===== config.mk =====
export PLATFORM = sky130hd
export DESIGN_NAME = sensor_frame_check_convert_accumulate_unit_flat
export DESIGN_NICKNAME = d
export VERILOG_FILES = /design/src/hdl/sfcca_pkg.sv /design/src/hdl/sfcca_ifs.sv /design/src/hdl/sensor_frame_check_convert_accumulate_unit.sv /design/src/hdl/sfcca_front.sv /design/src/hdl/sfcca_queue.sv /design/src/hdl/sfcca_back.sv /design/src/flat_wrapper.sv
export SDC_FILE = /design/constraint.sdc
export NUM_CORES = 2
export LEC_CHECK = 0
export BUFFER_PORTS_ARGS = -buffer_cell sky130_fd_sc_hd__clkbuf_2
export CAP_MARGIN = 0
export CORE_UTILIZATION = 55
export DETAILED_ROUTE_END_ITERATION = 16
export GPL_TIMING_DRIVEN = 0
export PLACE_DENSITY = 0.77
export SYNTH_ARGS = -nofsm -noshare
export SYNTH_HDL_FRONTEND = slang
export SYNTH_SLANG_ARGS = --single-unit

===== constraint.sdc =====
create_clock -name clk -period 8.6 [get_ports clk]
set_input_delay 0.43 -clock clk [delete_from_list [all_inputs] [get_ports clk]]
set_output_delay 0.43 -clock clk [all_outputs]
set_load 0.005 [all_outputs]

===== src/hdl/sfcca_pkg.sv =====
// ----------------------------------------------------------------------------
// sfcca_pkg
// Shared types, codes and helpers for the sensor frame check, convert and
// accumulate unit.
// ----------------------------------------------------------------------------
`default_nettype none

package sfcca_pkg;

  // result codes reported with every item
  typedef enum logic [2:0] {
    RC_OK      = 3'd0,
    RC_BUS     = 3'd1,
    RC_TIMEOUT = 3'd2,
    RC_STATUS  = 3'd3,
    RC_ZERO    = 3'd4,
    RC_CRC     = 3'd5,
    RC_RANGE   = 3'd6
  } result_code_t;

  // bus outcome codes
  localparam logic [1:0] BUS_FRAME   = 2'd0;
  localparam logic [1:0] BUS_TIMEOUT = 2'd2;

  // status byte bits
  localparam int STATUS_BUSY_BIT = 7;
  localparam int STATUS_CAL_BIT  = 3;

  // crc-8 settings
  localparam logic [7:0] CRC_POLY = 8'h31;
  localparam logic [7:0] CRC_INIT = 8'hFF;

  // conversion scale factors, divisor is 2^20 (a plain shift)
  localparam int          RAW_W      = 20;
  localparam logic [13:0] HUM_SCALE  = 14'd10000;
  localparam logic [14:0] TEMP_SCALE = 15'd20000;
  localparam logic [14:0] TEMP_OFFSET = 15'd5000;
  localparam logic [13:0] HUM_MAX    = 14'd10000;
  // temperature limits -4000..8500 seen before the offset is taken off
  localparam logic [14:0] TEMP_RAW_MIN = 15'd1000;
  localparam logic [14:0] TEMP_RAW_MAX = 15'd13500;

  // queue between the classifier and the accumulator
  localparam int QUEUE_DEPTH = 2;
  localparam int QUEUE_PTR_W = (QUEUE_DEPTH > 1) ? $clog2(QUEUE_DEPTH) : 1;
  localparam int QUEUE_CNT_W = $clog2(QUEUE_DEPTH + 1);

  // failure cause counters
  localparam int CAUSE_COUNT = 5;
  localparam int CAUSE_IDX_W = $clog2(CAUSE_COUNT);

  // one classified item handed from front to back
  typedef struct packed {
    logic               clear_sums;
    result_code_t       code;
    logic [13:0]        humidity;
    logic signed [14:0] temperature;
  } item_t;

  // crc-8, msb first, no reflection, no final xor, over six bytes
  function automatic logic [7:0] crc8_frame(input logic [47:0] frame);
    logic [7:0] crc;
    crc = CRC_INIT;
    for (int i = 5; i >= 0; i--) begin
      crc = crc ^ frame[i*8 +: 8];
      for (int k = 0; k < 8; k++) begin
        crc = crc[7] ? ((crc << 1) ^ CRC_POLY) : (crc << 1);
      end
    end
    return crc;
  endfunction

endpackage

`default_nettype wire


===== src/hdl/sfcca_ifs.sv =====
// ----------------------------------------------------------------------------
// sfcca channel interfaces
// Valid/ready channels for the raw sensor frames and the result reports.
// ----------------------------------------------------------------------------
`default_nettype none

interface sfcca_frame_if;
  logic       valid;
  logic       ready;
  logic       clear_sums;
  logic [1:0] bus_outcome;
  logic [7:0] status_byte;
  logic [7:0] frame_byte1;
  logic [7:0] frame_byte2;
  logic [7:0] frame_byte3;
  logic [7:0] frame_byte4;
  logic [7:0] frame_byte5;
  logic [7:0] check_byte;

  modport source (
    output valid, clear_sums, bus_outcome, status_byte, frame_byte1, frame_byte2,
           frame_byte3, frame_byte4, frame_byte5, check_byte,
    input  ready
  );
  modport sink (
    input  valid, clear_sums, bus_outcome, status_byte, frame_byte1, frame_byte2,
           frame_byte3, frame_byte4, frame_byte5, check_byte,
    output ready
  );
endinterface

interface sfcca_report_if;
  logic               valid;
  logic               ready;
  logic [2:0]         result_code;
  logic signed [14:0] temperature_centi;
  logic [13:0]        humidity_centi;
  logic [31:0]        good_count;
  logic signed [31:0] temperature_total;
  logic [31:0]        humidity_total;
  logic [31:0]        failure_total;
  logic [31:0]        cause_total;
  logic [31:0]        sequence_number;

  modport source (
    output valid, result_code, temperature_centi, humidity_centi, good_count,
           temperature_total, humidity_total, failure_total, cause_total,
           sequence_number,
    input  ready
  );
  modport sink (
    input  valid, result_code, temperature_centi, humidity_centi, good_count,
           temperature_total, humidity_total, failure_total, cause_total,
           sequence_number,
    output ready
  );
endinterface

`default_nettype wire


===== src/hdl/sensor_frame_check_convert_accumulate_unit.sv =====
// ----------------------------------------------------------------------------
// sensor_frame_check_convert_accumulate_unit
// Checks humidity/temperature sensor frames, converts good ones to hundredths
// and keeps running sample, sum and failure statistics.
// ----------------------------------------------------------------------------
//  channel  dir  modport  payload
//  sensor   in   sink     clear flag, bus outcome, status and five frame bytes, crc byte
//  report   out  source   result code, last values, sums, counters
//
//  one item per cycle while reports are taken; a frame's report is valid once
//  it has passed the queue, then the output register
//  crc, status checks and both scaling multiplies sit in the front stage
//  reset clears all counters, sums, last values and the queue
//  a stalled report stops the back stage; the front keeps taking items until
//  the queue is full
// ----------------------------------------------------------------------------
`default_nettype none

module sensor_frame_check_convert_accumulate_unit (
  input  wire logic       clk,
  input  wire logic       rst,
  sfcca_frame_if.sink     sensor,
  sfcca_report_if.source  report
);
  import sfcca_pkg::*;

  item_t push_item;
  item_t pop_item;
  logic  push;
  logic  pop;
  logic  queue_full;
  logic  pop_valid;

  sfcca_front u_front (
    .sensor     (sensor),
    .queue_full (queue_full),
    .push_item  (push_item),
    .push       (push)
  );

  sfcca_queue u_queue (
    .clk       (clk),
    .rst       (rst),
    .push      (push),
    .push_item (push_item),
    .full      (queue_full),
    .pop       (pop),
    .pop_valid (pop_valid),
    .pop_item  (pop_item)
  );

  sfcca_back u_back (
    .clk       (clk),
    .rst       (rst),
    .pop_valid (pop_valid),
    .pop_item  (pop_item),
    .pop       (pop),
    .report    (report)
  );

endmodule

`default_nettype wire


===== src/hdl/sfcca_front.sv =====
// ----------------------------------------------------------------------------
// sfcca_front
// Accepts raw frames, checks bus outcome, status, payload, crc and range,
// converts the raw values to hundredths and pushes one classified item into the queue.
// ----------------------------------------------------------------------------
`default_nettype none

module sfcca_front (
  sfcca_frame_if.sink    sensor,
  input  wire logic      queue_full,
  output sfcca_pkg::item_t push_item,
  output logic           push
);
  import sfcca_pkg::*;

  logic [RAW_W-1:0] raw_hum;
  logic [RAW_W-1:0] raw_temp;
  logic [33:0]      hum_prod;
  logic [34:0]      temp_prod;
  logic [13:0]      hum_val;
  logic [14:0]      temp_raw_centi;
  logic             status_bad;
  logic             payload_zero;
  logic             crc_bad;
  logic             range_bad;
  result_code_t     code;

  assign sensor.ready = !queue_full;
  assign push         = sensor.valid && !queue_full;

  assign raw_hum  = {sensor.frame_byte1, sensor.frame_byte2, sensor.frame_byte3[7:4]};
  assign raw_temp = {sensor.frame_byte3[3:0], sensor.frame_byte4, sensor.frame_byte5};

  // scale then drop the 2^20 divisor
  assign hum_prod       = 34'(raw_hum) * 34'(HUM_SCALE);
  assign temp_prod      = 35'(raw_temp) * 35'(TEMP_SCALE);
  assign hum_val        = hum_prod[33:20];
  assign temp_raw_centi = temp_prod[34:20];

  assign status_bad   = sensor.status_byte[STATUS_BUSY_BIT] ||
                        !sensor.status_byte[STATUS_CAL_BIT];
  assign payload_zero = (sensor.frame_byte1 | sensor.frame_byte2 | sensor.frame_byte3 |
                         sensor.frame_byte4 | sensor.frame_byte5) == 8'd0;
  assign crc_bad      = crc8_frame({sensor.status_byte, sensor.frame_byte1,
                                    sensor.frame_byte2, sensor.frame_byte3,
                                    sensor.frame_byte4, sensor.frame_byte5})
                        != sensor.check_byte;
  assign range_bad    = (hum_val > HUM_MAX) || (temp_raw_centi < TEMP_RAW_MIN) ||
                        (temp_raw_centi > TEMP_RAW_MAX);

  always_comb begin
    if (sensor.bus_outcome == BUS_TIMEOUT) begin
      code = RC_TIMEOUT;
    end else if (sensor.bus_outcome != BUS_FRAME) begin
      code = RC_BUS;
    end else if (status_bad) begin
      code = RC_STATUS;
    end else if (payload_zero) begin
      code = RC_ZERO;
    end else if (crc_bad) begin
      code = RC_CRC;
    end else if (range_bad) begin
      code = RC_RANGE;
    end else begin
      code = RC_OK;
    end
  end

  always_comb begin
    push_item.clear_sums  = sensor.clear_sums;
    push_item.code        = code;
    push_item.humidity    = hum_val;
    push_item.temperature = signed'(temp_raw_centi - TEMP_OFFSET);
  end

endmodule

`default_nettype wire


===== src/hdl/sfcca_queue.sv =====
// ----------------------------------------------------------------------------
// sfcca_queue
// Short first-in first-out queue of classified items between front and back.
// ----------------------------------------------------------------------------
`default_nettype none

module sfcca_queue (
  input  wire logic              clk,
  input  wire logic              rst,
  input  wire logic              push,
  input  wire sfcca_pkg::item_t  push_item,
  output logic                   full,
  input  wire logic              pop,
  output logic                   pop_valid,
  output sfcca_pkg::item_t       pop_item
);
  import sfcca_pkg::*;

  item_t                  slots [QUEUE_DEPTH];
  logic [QUEUE_PTR_W-1:0] wr_ptr;
  logic [QUEUE_PTR_W-1:0] rd_ptr;
  logic [QUEUE_CNT_W-1:0] count;

  function automatic logic [QUEUE_PTR_W-1:0] ptr_inc(input logic [QUEUE_PTR_W-1:0] p);
    return (p == QUEUE_PTR_W'(QUEUE_DEPTH - 1)) ? '0 : p + 1'b1;
  endfunction

  assign full      = count == QUEUE_CNT_W'(QUEUE_DEPTH);
  assign pop_valid = count != '0;
  assign pop_item  = slots[rd_ptr];

  always_ff @(posedge clk) begin
    if (push) begin
      slots[wr_ptr] <= push_item;
    end
  end

  always_ff @(posedge clk) begin
    if (rst) begin
      wr_ptr <= '0;
      rd_ptr <= '0;
      count  <= '0;
    end else begin
      if (push) begin
        wr_ptr <= ptr_inc(wr_ptr);
      end
      if (pop) begin
        rd_ptr <= ptr_inc(rd_ptr);
      end
      case ({push, pop})
        2'b10:   count <= count + 1'b1;
        2'b01:   count <= count - 1'b1;
        default: count <= count;
      endcase
    end
  end

`ifndef SYNTHESIS
  a_count_bound: assert property (@(posedge clk) disable iff (rst)
    count <= QUEUE_CNT_W'(QUEUE_DEPTH))
    else $error("queue count beyond depth");
  a_no_pop_empty: assert property (@(posedge clk) disable iff (rst)
    pop |-> pop_valid)
    else $error("pop from empty queue");
  a_no_push_full: assert property (@(posedge clk) disable iff (rst)
    push |-> !full)
    else $error("push into full queue");
`endif

endmodule

`default_nettype wire


===== src/hdl/sfcca_back.sv =====
// ----------------------------------------------------------------------------
// sfcca_back
// Takes classified items from the queue, updates counters and sums and
// holds one report in the output register.
// ----------------------------------------------------------------------------
`default_nettype none

module sfcca_back (
  input  wire logic              clk,
  input  wire logic              rst,
  input  wire logic              pop_valid,
  input  wire sfcca_pkg::item_t  pop_item,
  output logic                   pop,
  sfcca_report_if.source         report
);
  import sfcca_pkg::*;

  logic [31:0]        good_samples;
  logic [31:0]        temp_accumulator;
  logic [31:0]        hum_accumulator;
  logic signed [14:0] last_temperature;
  logic [13:0]        last_humidity;
  logic [31:0]        failures;
  logic [31:0]        seq_count;
  logic [31:0]        cause_counters [CAUSE_COUNT];

  logic [31:0]        good_samples_next;
  logic [31:0]        temp_accumulator_next;
  logic [31:0]        hum_accumulator_next;
  logic signed [14:0] last_temperature_next;
  logic [13:0]        last_humidity_next;
  logic [31:0]        failures_next;
  logic [31:0]        seq_count_next;
  logic [31:0]        cause_value;
  logic               cause_hit;
  logic [CAUSE_IDX_W-1:0] cause_idx;

  logic               out_valid;
  logic               is_ok;

  assign pop          = pop_valid && (!out_valid || report.ready);
  assign report.valid = out_valid;
  assign is_ok        = pop_item.code == RC_OK;

  // cause slots: bus, status, zero, crc, range
  always_comb begin
    cause_hit = 1'b1;
    cause_idx = '0;
    unique case (pop_item.code)
      RC_BUS:    cause_idx = CAUSE_IDX_W'(0);
      RC_STATUS: cause_idx = CAUSE_IDX_W'(1);
      RC_ZERO:   cause_idx = CAUSE_IDX_W'(2);
      RC_CRC:    cause_idx = CAUSE_IDX_W'(3);
      RC_RANGE:  cause_idx = CAUSE_IDX_W'(4);
      default:   cause_hit = 1'b0;
    endcase
  end

  always_comb begin
    // a clear applies before this item, good or not
    good_samples_next     = pop_item.clear_sums ? '0 : good_samples;
    temp_accumulator_next = pop_item.clear_sums ? '0 : temp_accumulator;
    hum_accumulator_next  = pop_item.clear_sums ? '0 : hum_accumulator;
    last_temperature_next = last_temperature;
    last_humidity_next    = last_humidity;
    seq_count_next        = seq_count;
    failures_next         = failures;
    cause_value           = '0;
    if (is_ok) begin
      good_samples_next     = good_samples_next + 32'd1;
      temp_accumulator_next = temp_accumulator_next + 32'(pop_item.temperature);
      hum_accumulator_next  = hum_accumulator_next + 32'(pop_item.humidity);
      last_temperature_next = pop_item.temperature;
      last_humidity_next    = pop_item.humidity;
      seq_count_next        = seq_count + 32'd1;
    end else begin
      failures_next = failures + 32'd1;
      if (cause_hit) begin
        cause_value = cause_counters[cause_idx] + 32'd1;
      end
    end
  end

  always_ff @(posedge clk) begin
    if (rst) begin
      good_samples     <= '0;
      temp_accumulator <= '0;
      hum_accumulator  <= '0;
      last_temperature <= '0;
      last_humidity    <= '0;
      failures         <= '0;
      seq_count        <= '0;
      for (int i = 0; i < CAUSE_COUNT; i++) begin
        cause_counters[i] <= '0;
      end
      out_valid <= 1'b0;
    end else begin
      if (pop) begin
        good_samples     <= good_samples_next;
        temp_accumulator <= temp_accumulator_next;
        hum_accumulator  <= hum_accumulator_next;
        last_temperature <= last_temperature_next;
        last_humidity    <= last_humidity_next;
        failures         <= failures_next;
        seq_count        <= seq_count_next;
        if (cause_hit) begin
          cause_counters[cause_idx] <= cause_value;
        end
        out_valid <= 1'b1;
      end else if (report.ready) begin
        out_valid <= 1'b0;
      end
    end
  end

  always_ff @(posedge clk) begin
    if (pop) begin
      report.result_code       <= pop_item.code;
      report.temperature_centi <= last_temperature_next;
      report.humidity_centi    <= last_humidity_next;
      report.good_count        <= good_samples_next;
      report.temperature_total <= signed'(temp_accumulator_next);
      report.humidity_total    <= hum_accumulator_next;
      report.failure_total     <= failures_next;
      report.cause_total       <= cause_value;
      report.sequence_number   <= seq_count_next;
    end
  end

`ifndef SYNTHESIS
  a_ok_no_cause: assert property (@(posedge clk) disable iff (rst)
    (!rst && pop && (is_ok || pop_item.code == RC_TIMEOUT)) |=> report.cause_total == 32'd0)
    else $error("cause total not zero for ok or timeout");
  a_seq_shown: assert property (@(posedge clk) disable iff (rst)
    (!rst && pop) |=> report.sequence_number == seq_count)
    else $error("reported sequence differs from counter");
  a_fail_count: assert property (@(posedge clk) disable iff (rst)
    (!rst && pop && !is_ok) |=> failures == $past(failures) + 32'd1)
    else $error("failure count not advanced");
`endif

endmodule

`default_nettype wire

===== src/flat_wrapper.sv =====
// flat-port wrapper written by rule: the top's interface ports become plain ports
module sensor_frame_check_convert_accumulate_unit_flat import sfcca_pkg::*;
  (clk, rst, sensor_valid, sensor_clear_sums, sensor_bus_outcome, sensor_status_byte, sensor_frame_byte1, sensor_frame_byte2, sensor_frame_byte3, sensor_frame_byte4, sensor_frame_byte5, sensor_check_byte, sensor_ready, report_valid, report_result_code, report_temperature_centi, report_humidity_centi, report_good_count, report_temperature_total, report_humidity_total, report_failure_total, report_cause_total, report_sequence_number, report_ready);
  sfcca_frame_if sensor_i ();
  sfcca_report_if report_i ();
  input  wire logic clk;
  input  wire logic rst;
  input wire logic [$bits(sensor_i.valid)-1:0] sensor_valid;
  input wire logic [$bits(sensor_i.clear_sums)-1:0] sensor_clear_sums;
  input wire logic [$bits(sensor_i.bus_outcome)-1:0] sensor_bus_outcome;
  input wire logic [$bits(sensor_i.status_byte)-1:0] sensor_status_byte;
  input wire logic [$bits(sensor_i.frame_byte1)-1:0] sensor_frame_byte1;
  input wire logic [$bits(sensor_i.frame_byte2)-1:0] sensor_frame_byte2;
  input wire logic [$bits(sensor_i.frame_byte3)-1:0] sensor_frame_byte3;
  input wire logic [$bits(sensor_i.frame_byte4)-1:0] sensor_frame_byte4;
  input wire logic [$bits(sensor_i.frame_byte5)-1:0] sensor_frame_byte5;
  input wire logic [$bits(sensor_i.check_byte)-1:0] sensor_check_byte;
  output wire logic [$bits(sensor_i.ready)-1:0] sensor_ready;
  output wire logic [$bits(report_i.valid)-1:0] report_valid;
  output wire logic [$bits(report_i.result_code)-1:0] report_result_code;
  output wire logic [$bits(report_i.temperature_centi)-1:0] report_temperature_centi;
  output wire logic [$bits(report_i.humidity_centi)-1:0] report_humidity_centi;
  output wire logic [$bits(report_i.good_count)-1:0] report_good_count;
  output wire logic [$bits(report_i.temperature_total)-1:0] report_temperature_total;
  output wire logic [$bits(report_i.humidity_total)-1:0] report_humidity_total;
  output wire logic [$bits(report_i.failure_total)-1:0] report_failure_total;
  output wire logic [$bits(report_i.cause_total)-1:0] report_cause_total;
  output wire logic [$bits(report_i.sequence_number)-1:0] report_sequence_number;
  input wire logic [$bits(report_i.ready)-1:0] report_ready;
  assign sensor_i.valid = sensor_valid;
  assign sensor_i.clear_sums = sensor_clear_sums;
  assign sensor_i.bus_outcome = sensor_bus_outcome;
  assign sensor_i.status_byte = sensor_status_byte;
  assign sensor_i.frame_byte1 = sensor_frame_byte1;
  assign sensor_i.frame_byte2 = sensor_frame_byte2;
  assign sensor_i.frame_byte3 = sensor_frame_byte3;
  assign sensor_i.frame_byte4 = sensor_frame_byte4;
  assign sensor_i.frame_byte5 = sensor_frame_byte5;
  assign sensor_i.check_byte = sensor_check_byte;
  assign sensor_ready = sensor_i.ready;
  assign report_valid = report_i.valid;
  assign report_result_code = report_i.result_code;
  assign report_temperature_centi = report_i.temperature_centi;
  assign report_humidity_centi = report_i.humidity_centi;
  assign report_good_count = report_i.good_count;
  assign report_temperature_total = report_i.temperature_total;
  assign report_humidity_total = report_i.humidity_total;
  assign report_failure_total = report_i.failure_total;
  assign report_cause_total = report_i.cause_total;
  assign report_sequence_number = report_i.sequence_number;
  assign report_i.ready = report_ready;
  sensor_frame_check_convert_accumulate_unit u_core (.clk(clk), .rst(rst), .sensor(sensor_i), .report(report_i));
endmodule

# Yosys cells after proc, flatten, opt, wreduce, memory -nomap -nowiden

Memory sizes are Yosys's and may differ from the RTL's. A register that Yosys moved wholly into a read port is not among the register bits.
Cells that the tools add are included.

RAM bits: 226
Memories: 2
Flip-flop bits (word level): 418
Word-level logic and storage cells: 209
Input port bits: 63
Output and inout port bits: 226

Memory list:

| name                         | depth | bits a word | rd ports | clocked after Yosys merged registers in | wr ports | RTL line          | text |
|---|---|---|---|---|---|---|---|
| u_core.u_back.cause_counters | 5     | 32          | 1        | 0                                       | 5        | sfcca_back.sv:25  | `logic [31:0] cause_counters [CAUSE_COUNT];` |
| u_core.u_queue.slots         | 2     | 33          | 1        | 1                                       | 1        | sfcca_queue.sv:19 | `item_t slots [QUEUE_DEPTH];` |

Bitwise gates (word level): 58
Multiplexer cells: 86
$mul: 2
Equality and inequality tests: 10
Add/subtract/negate cells: 11
Reduce and logical (&&, ||, !) cells: 17
Order comparisons: 3

Operator list:

| cell                                                            | number |
|---|---|
| two-way mux 32 bit                                              | 11 |
| two-way mux 6 bit                                               | 48 |
| NOT 3 bit                                                       | 48 |
| adder 32 x 1 -> 32 bit, second input constant                   | 4 |
| multiplier 20 x 10 -> 30 bit, second input constant             | 2 |
| XOR 8 bit                                                       | 5 |
| adder 32 x 14 -> 32 bit                                         | 1 |
| adder 32 bit                                                    | 1 |
| bitwise OR 8 bit                                                | 4 |
| OR reduction 32 bit                                             | 1 |
| two-way mux 3 bit                                               | 7 |
| two-way mux 1 bit                                               | 16 |
| greater-than comparator 15 x 14 -> 1 bit, second input constant | 1 |
| < comparator 15 x 10 -> 1 bit, second input constant            | 1 |
| two-way mux 15 bit                                              | 1 |
| subtractor 15 x 13 -> 15 bit, second input constant             | 1 |
| greater-than comparator 14 bit, second input constant           | 1 |
| two-way mux 14 bit                                              | 1 |
| one-hot mux 3 bit (4 select lines)                              | 1 |
| == test 3 bit, second input constant                            | 3 |
| zero test 8 bit                                                 | 1 |
| != test 8 bit                                                   | 1 |
| NOT 8 bit                                                       | 1 |
| nonzero test 2 bit                                              | 4 |
| other kinds (13)                                                | 22 |

# Longest topological paths before layout

Depth in word-level cells: 108
Depth in mapped cells: 25
Gate-level depth less buffers: 25

# By module

A second synthesis with hierarchy kept.

Cells, all modules: 3663
Area total of the unflattened synthesis: 38296.7 um^2

Modules (own cells, without submodules):

| module      | seq. area each (um^2) | area each (um^2) | cells each | instances |
|---|---|---|---|---|
| sfcca_back  | 15334.7               | 27605.2          | 2712       | 1 |
| sfcca_front | 0.0                   | 8110.3           | 826        | 1 |
| sfcca_queue | 2082.0                | 2581.2           | 125        | 1 |

# Least setup slack after synthesis

Ideal clock, no wire load.

Path type: input-to-reg
Start point: in report_ready
End point: reg u_core.u_queue.count[1]
Path buffers: 2
Data arrival time: 8934 ps
Slack: -404 ps
Stages on the path: 8
Data required time: 8530 ps
Library setup time: 70 ps
Cells stage by stage: nand2b_1 > o21ai_1 > inv_2 > clkbuf_1 > clkbuf_1 > ha_1 > or3_1 > a21oi_1

Longest elaborated chain between the ends: 4
Elaborated cells on any way between the ends: 6
Those cells by class: 2 x eq/ne; 1 x mux; 3 x reduce/logical

Ends and longest elaborated chain:

| element                                                                         | RTL line                                         | text |
|---|---|---|
| from (decl)                                                                     | flat_wrapper.sv:29                               | `input wire logic [$bits(report_i.ready)-1:0] report_ready;` |
| logical OR 1 bit (*)                                                            | sfcca_back.sv:41                                 | `assign pop = pop_valid && (!out_valid \|\| report.ready);` |
| logical AND 1 bit (*)                                                           | sfcca_back.sv:41                                 |  |
| via u_core.pop                                                                  | sensor_frame_check_convert_accumulate_unit.sv:30 | `logic pop;` |
| == test 2 x 1 -> 1 bit / == test 2 bit (equally long branches)                  | sfcca_queue.sv:50                                | `case ({push, pop})` |
| one-hot mux 2 bit (2 select lines) / nonzero test 2 bit (equally long branches) | --                                               |  |
| to (signal assigned)                                                            | sfcca_queue.sv:51                                | `2'b10: count <= count + 1'b1;` |
| to (signal assigned)                                                            | sfcca_queue.sv:52                                | `2'b01: count <= count - 1'b1;` |
| to (signal assigned)                                                            | sfcca_queue.sv:53                                | `default: count <= count;` |
| to (decl)                                                                       | sfcca_queue.sv:22                                | `logic [QUEUE_CNT_W-1:0] count;` |

The timed path passes the listed nets; every way through them passes the cells marked *.
A chain may end at the register's enable or synchronous reset.

==> results_tabular.tex <==
\begin{tabular}{lr}
\hline
Metric & Value \\
\hline
\multicolumn{2}{l}{\textbf{Outcome}} \\
Outcome & finished, final reports clean \\
\multicolumn{2}{l}{\textbf{Global route}} \\
Vias in the first global route & 28,200 \\
First-pass GRT wire length & 153,600 um \\
Largest net degree at the start of global routing & 99 \\
Total gr overflow & 0 \\
Overall global routing resource usage & 0.2686 \\
Number of antenna violations at the first check in global routing & 2 \\
\multicolumn{2}{l}{\textbf{Finish}} \\
Filler Cells Inserted & 5,497 \\
Largest registers in the final layout & u\_core.u\_back.cause\_counters: 224 flops, u\_core.u\_queue.slots: 66 flops \\
Net total in the final layout & 4,634 \\
Largest register FFs & 224 \\
Storage cell area & 19,340 um2 \\
Combined area of the multi-input logic cells & 18,350 um2 \\
ANT cells & 0 \\
Largest reg by FF count & u\_core.u\_back.cause\_counters \\
Final non-filler cell total & 5,261 \\
Fraction of layout instances using a drive strength above 1 & 0.1243 \\
Area Growth Syn to Fin & 13.76\% \\
\multicolumn{2}{l}{\textbf{STA}} \\
Portion of the clock cycle consumed by the worst path in the final layout & 0.8863 \\
Unrepaired setup endpoints after global routing & false \\
Number of setup violations in the final report & 0 \\
Summed negative setup slack over all endpoints & 0 ns \\
Post-route minimum period & 7.622 ns \\
Fin. Hold Viols & 0 \\
Slew Limit Fails & 0 \\
Highest clock frequency the design can meet & 131.2 MHz \\
Pin slew with the least headroom to its limit & 1.361 ns \\
Clock skew after layout & 0.04044 ns \\
Tightest slew margin relative to the limit & 0.08535 \\
Hold slack final & 0.1973 ns \\
\multicolumn{2}{l}{\textbf{Logic synthesis}} \\
Cell Area, Synth & 39,510 um2 \\
Primary FF master, synth & edfxtp\_1 \\
Leading area contributor after synthesis & edfxtp\_1 \\
Mapped Avg Cell Area & 10.30 um2 \\
Area fraction of the dominant cell type after synthesis & 0.3906 \\
Synthesized instance count & 3,835 \\
Count of state elements after synthesis & 709 \\
Largest cells by area after synthesis & edfxtp\_1 (39\%), dfxtp\_1 (9.9\%), ha\_1 (6.7\%), fa\_1 (4.8\%), nand2\_1 (4.4\%) \\
Yosys Warn Count & 0 \\
Part of the Yosys area used for sequential elements & 0.4894 \\
Fraction of registers with async set or reset after synthesis & 0 \\
Synth cell types & 91 \\
Number of flops mapped to enable cells by yosys & 514 \\
\multicolumn{2}{l}{\textbf{Floorplan}} \\
Starting utilization of the core area & 0.5603 \\
Vert. Die Dim & 270.0 um \\
Core Box Area & 70,510 um2 \\
Area of the die & 72,920 um2 \\
I/O pin total & 289 \\
Horizontal die dimension & 270.0 um \\
Number of rows created at floorplan & 97 \\
\multicolumn{2}{l}{\textbf{Placed design}} \\
Count of input and output buffers & 287 \\
Placed instance count & 5,128 \\
Detailed placement HPWL & 71,400 um \\
Routability congestion estimate & 0.9195 \\
\multicolumn{2}{l}{\textbf{Detailed routing}} \\
Vias post-DR & 29,520 \\
First-pass DRT Iterations & 5 \\
DRC viols & 0 \\
Wire length per cell after detailed routing & 18.80 um \\
Via density per instance & 5.610 \\
Detailed Route Iter0 Violations & 2,736 \\
Routed WL & 98,930 um \\
Number of routed nets with antenna violations & 0 \\
\multicolumn{2}{l}{\textbf{Clock tree}} \\
Clock slew at reported path FFs & 0.06 ns \\
Maximum level of the CTS H-tree & 3 \\
Clock net sink count & 709 \\
Latest clock arrival within the worst-skew pair & 0.63 ns \\
Clock tree from TritonCTS & yes \\
Root buffer cell & clkbuf\_16 \\
Total CTS buffers & 73 \\
Clock buffer depth & 3 \\
\multicolumn{2}{l}{\textbf{Critical path}} \\
Worst reg2reg path depth & 24 \\
Buf+Inv Stages, Crit Path & 5 \\
Worst path most repeated cell & inv\_1 \\
Worst EP arrival & 7.97 ns \\
Worst setup path category & in2reg \\
Worst flop-to-flop path endpoint & u\_core.u\_back.report.humidity\_total[24] \\
List of cells traversed by the critical path & clkbuf\_2, fa\_1, ha\_1, inv\_1, fa\_1, inv\_1, ha\_1, inv\_1, fa\_1, inv\_1, ha\_1, a21o\_1, a2111oi\_0, o221ai\_1, a31oi\_1, o21ai\_0, o211a\_1, o41ai\_2, a21oi\_1, or2\_0, xnor2\_1, o311ai\_0, nor3\_1, nor3\_1 \\
Largest fanout of any net on the critical path & 10 \\
Cell at the slowest stage of the critical path & o311ai\_0 \\
Kind of launch point of the worst setup path & input port \\
Crit path largest cell delay & 1.06 ns \\
Data required time at the worst endpoint & 8.95 ns \\
Kind of cell with the highest combined delay on the critical path & compound AO/OA/AOI/OAI gates \\
Crit path capture type & register \\
Worst R2R Setup Slack & 1.34 ns \\
\multicolumn{2}{l}{\textbf{Hold path}} \\
Classification of the worst-slack hold path & in2reg \\
Launch instance of the worst min-delay path & sensor\_bus\_outcome[0] \\
Terminating pin of the worst hold path & u\_core.u\_queue.slots[1][30] \\
Min-Delay Path Depth & 2 \\
\multicolumn{2}{l}{\textbf{Power}} \\
Largest vdd supply drop & 0.9304 mV \\
Power density of the placed cells & 372.3 nW/um2 \\
Leakage power of the design & 18.91 nW \\
\multicolumn{2}{l}{\textbf{Run}} \\
Count of max-cap constraint violations & 0 \\
\hline
\end{tabular}
==> what timing repair did <==
item                       CTS  global route
hold buffers                 1             0
setup buffers                0             0
hold endpoints to repair     2             0
resized for setup            0             0
setup endpoints to repair    0             0
==> per-layer routing <==
metal,vias to the layer above,part of all wire,GRT usage
li1,13950,-,-
met1,14100,0.41,0.3529
met2,1252,0.47,0.4416
met3,212,0.092,0.05663
met4,4,0.032,0.09106
met5,-,0.00022,0
==> worst reg2reg max path, cell delays in order, from the launching register on <==
cell and delay [ns]:
dfxtp_1 0.39, buf_2 0.27, mux2i_1 1.05, clkbuf_1 0.53
clkbuf_1 0.61, nand2_1 0.16, inv_1 0.08, ha_1 0.17
inv_1 0.06, fa_1 0.41, nor2b_1 0.12, o21ai_0 0.10
a21oi_1 0.20, o21ai_0 0.13, a21oi_1 0.19, o21ai_0 0.12
a21oi_1 0.18, o21ai_0 0.12, a21oi_1 0.22, o21a_1 0.20
o2111a_1 0.34, o2111ai_1 0.31, clkbuf_1 0.30, or3_1 0.36
a21oi_1 0.39
==> cell usage in the layout, fill, tap and decap left out, drive strengths merged, types with 37 or more instances in the layout <==
cell type,count
conb,64
a21oi,182
inv,395
nor3,79
xnor2,164
edfxtp,514
or3,37
and3,38
fa,94
buf,37
nor2,416
ha,213
dfxtp,195
nand2,468
xor2,157
clkbuf,500
mux2,67
and2,40
nand3,104
o21ai,141
==> kinds of logic after synthesis <==
family,Yosys count,synth area share
compound gates,547,0.08689
xor+xnor,348,0.08813
fa+ha+maj,307,0.1151
buf+inv,550,0.05279
flops,709,0.4894
mux,82,0.02299
other cells,1,0.00009491
simple gates,1291,0.1446
==> synth_stat cells, drive strengths merged (22+ instances only) <==
cell type / n
o21ai: 141
inv: 391
nor3: 79
xor2: 157
a31oi: 23
fa: 94
a21oi: 182
nor2: 416
edfxtp: 514
or3: 37
and3: 38
nand2: 468
buf: 34
ha: 213
dfxtp: 195
a21o: 22
mux2: 67
and2: 40
nand3: 104
xnor2: 164
nand4: 26
xnor3: 25
clkbuf: 125
o221ai: 22
==> how the worst max path moves through the flow <==
stage,startpoint,end,slack [ns],depth (start not counted)
final,sensor_frame_byte5[6],u_core.u_queue.slots[0][31],0.98,24
after CTS,sensor_frame_byte5[6],u_core.u_queue.slots[0][31],1.08,24
after detailed placement,sensor_frame_byte5[6],u_core.u_queue.slots[1][31],0.47,24
after global routing,sensor_frame_byte5[6],u_core.u_queue.slots[0][31],0.43,24
after floorplan,sensor_frame_byte5[4],u_core.u_queue.slots[0][14],2.33,24
after global placement,sensor_frame_byte4[1],u_core.u_queue.slots[1][31],0.52,24
==> power by group <==
group	switching (mW)	total [mW]	internal, mW	leakage, nW
combinational	5.04	8.08	3.03	11.0
sequential	0.346	5.39	5.04	6.70
clock	1.34	3.27	1.93	1.20
total	6.73	16.7	10.0	18.9
==> per-stage QoR <==
step	area [um2]	total power [mW]	utilization	setup WS [ns]
6_report	44950	16.73	0.6375	0.9775
2_1_floorplan	39750	11.05	-	2.326
3_3_place_gp	42360	13.31	0.6008	0.5154
4_1_cts	44950	16.71	0.6374	1.081
3_5_place_dp	42470	13.40	0.6024	0.4727
5_1_grt	44950	17.83	0.6375	0.4334
==> area by class of cell <==
class,count,area share
timing repair buffer,291,0.03402
clock buffer,88,0.04351
multi-input combinational,2639,0.4082
buffer,159,0.01397
tap,940,0.02617
clock inverter,44,0.01125
sequential,709,0.4302
inverter,391,0.03265
(Power assumes the default switching activity.)
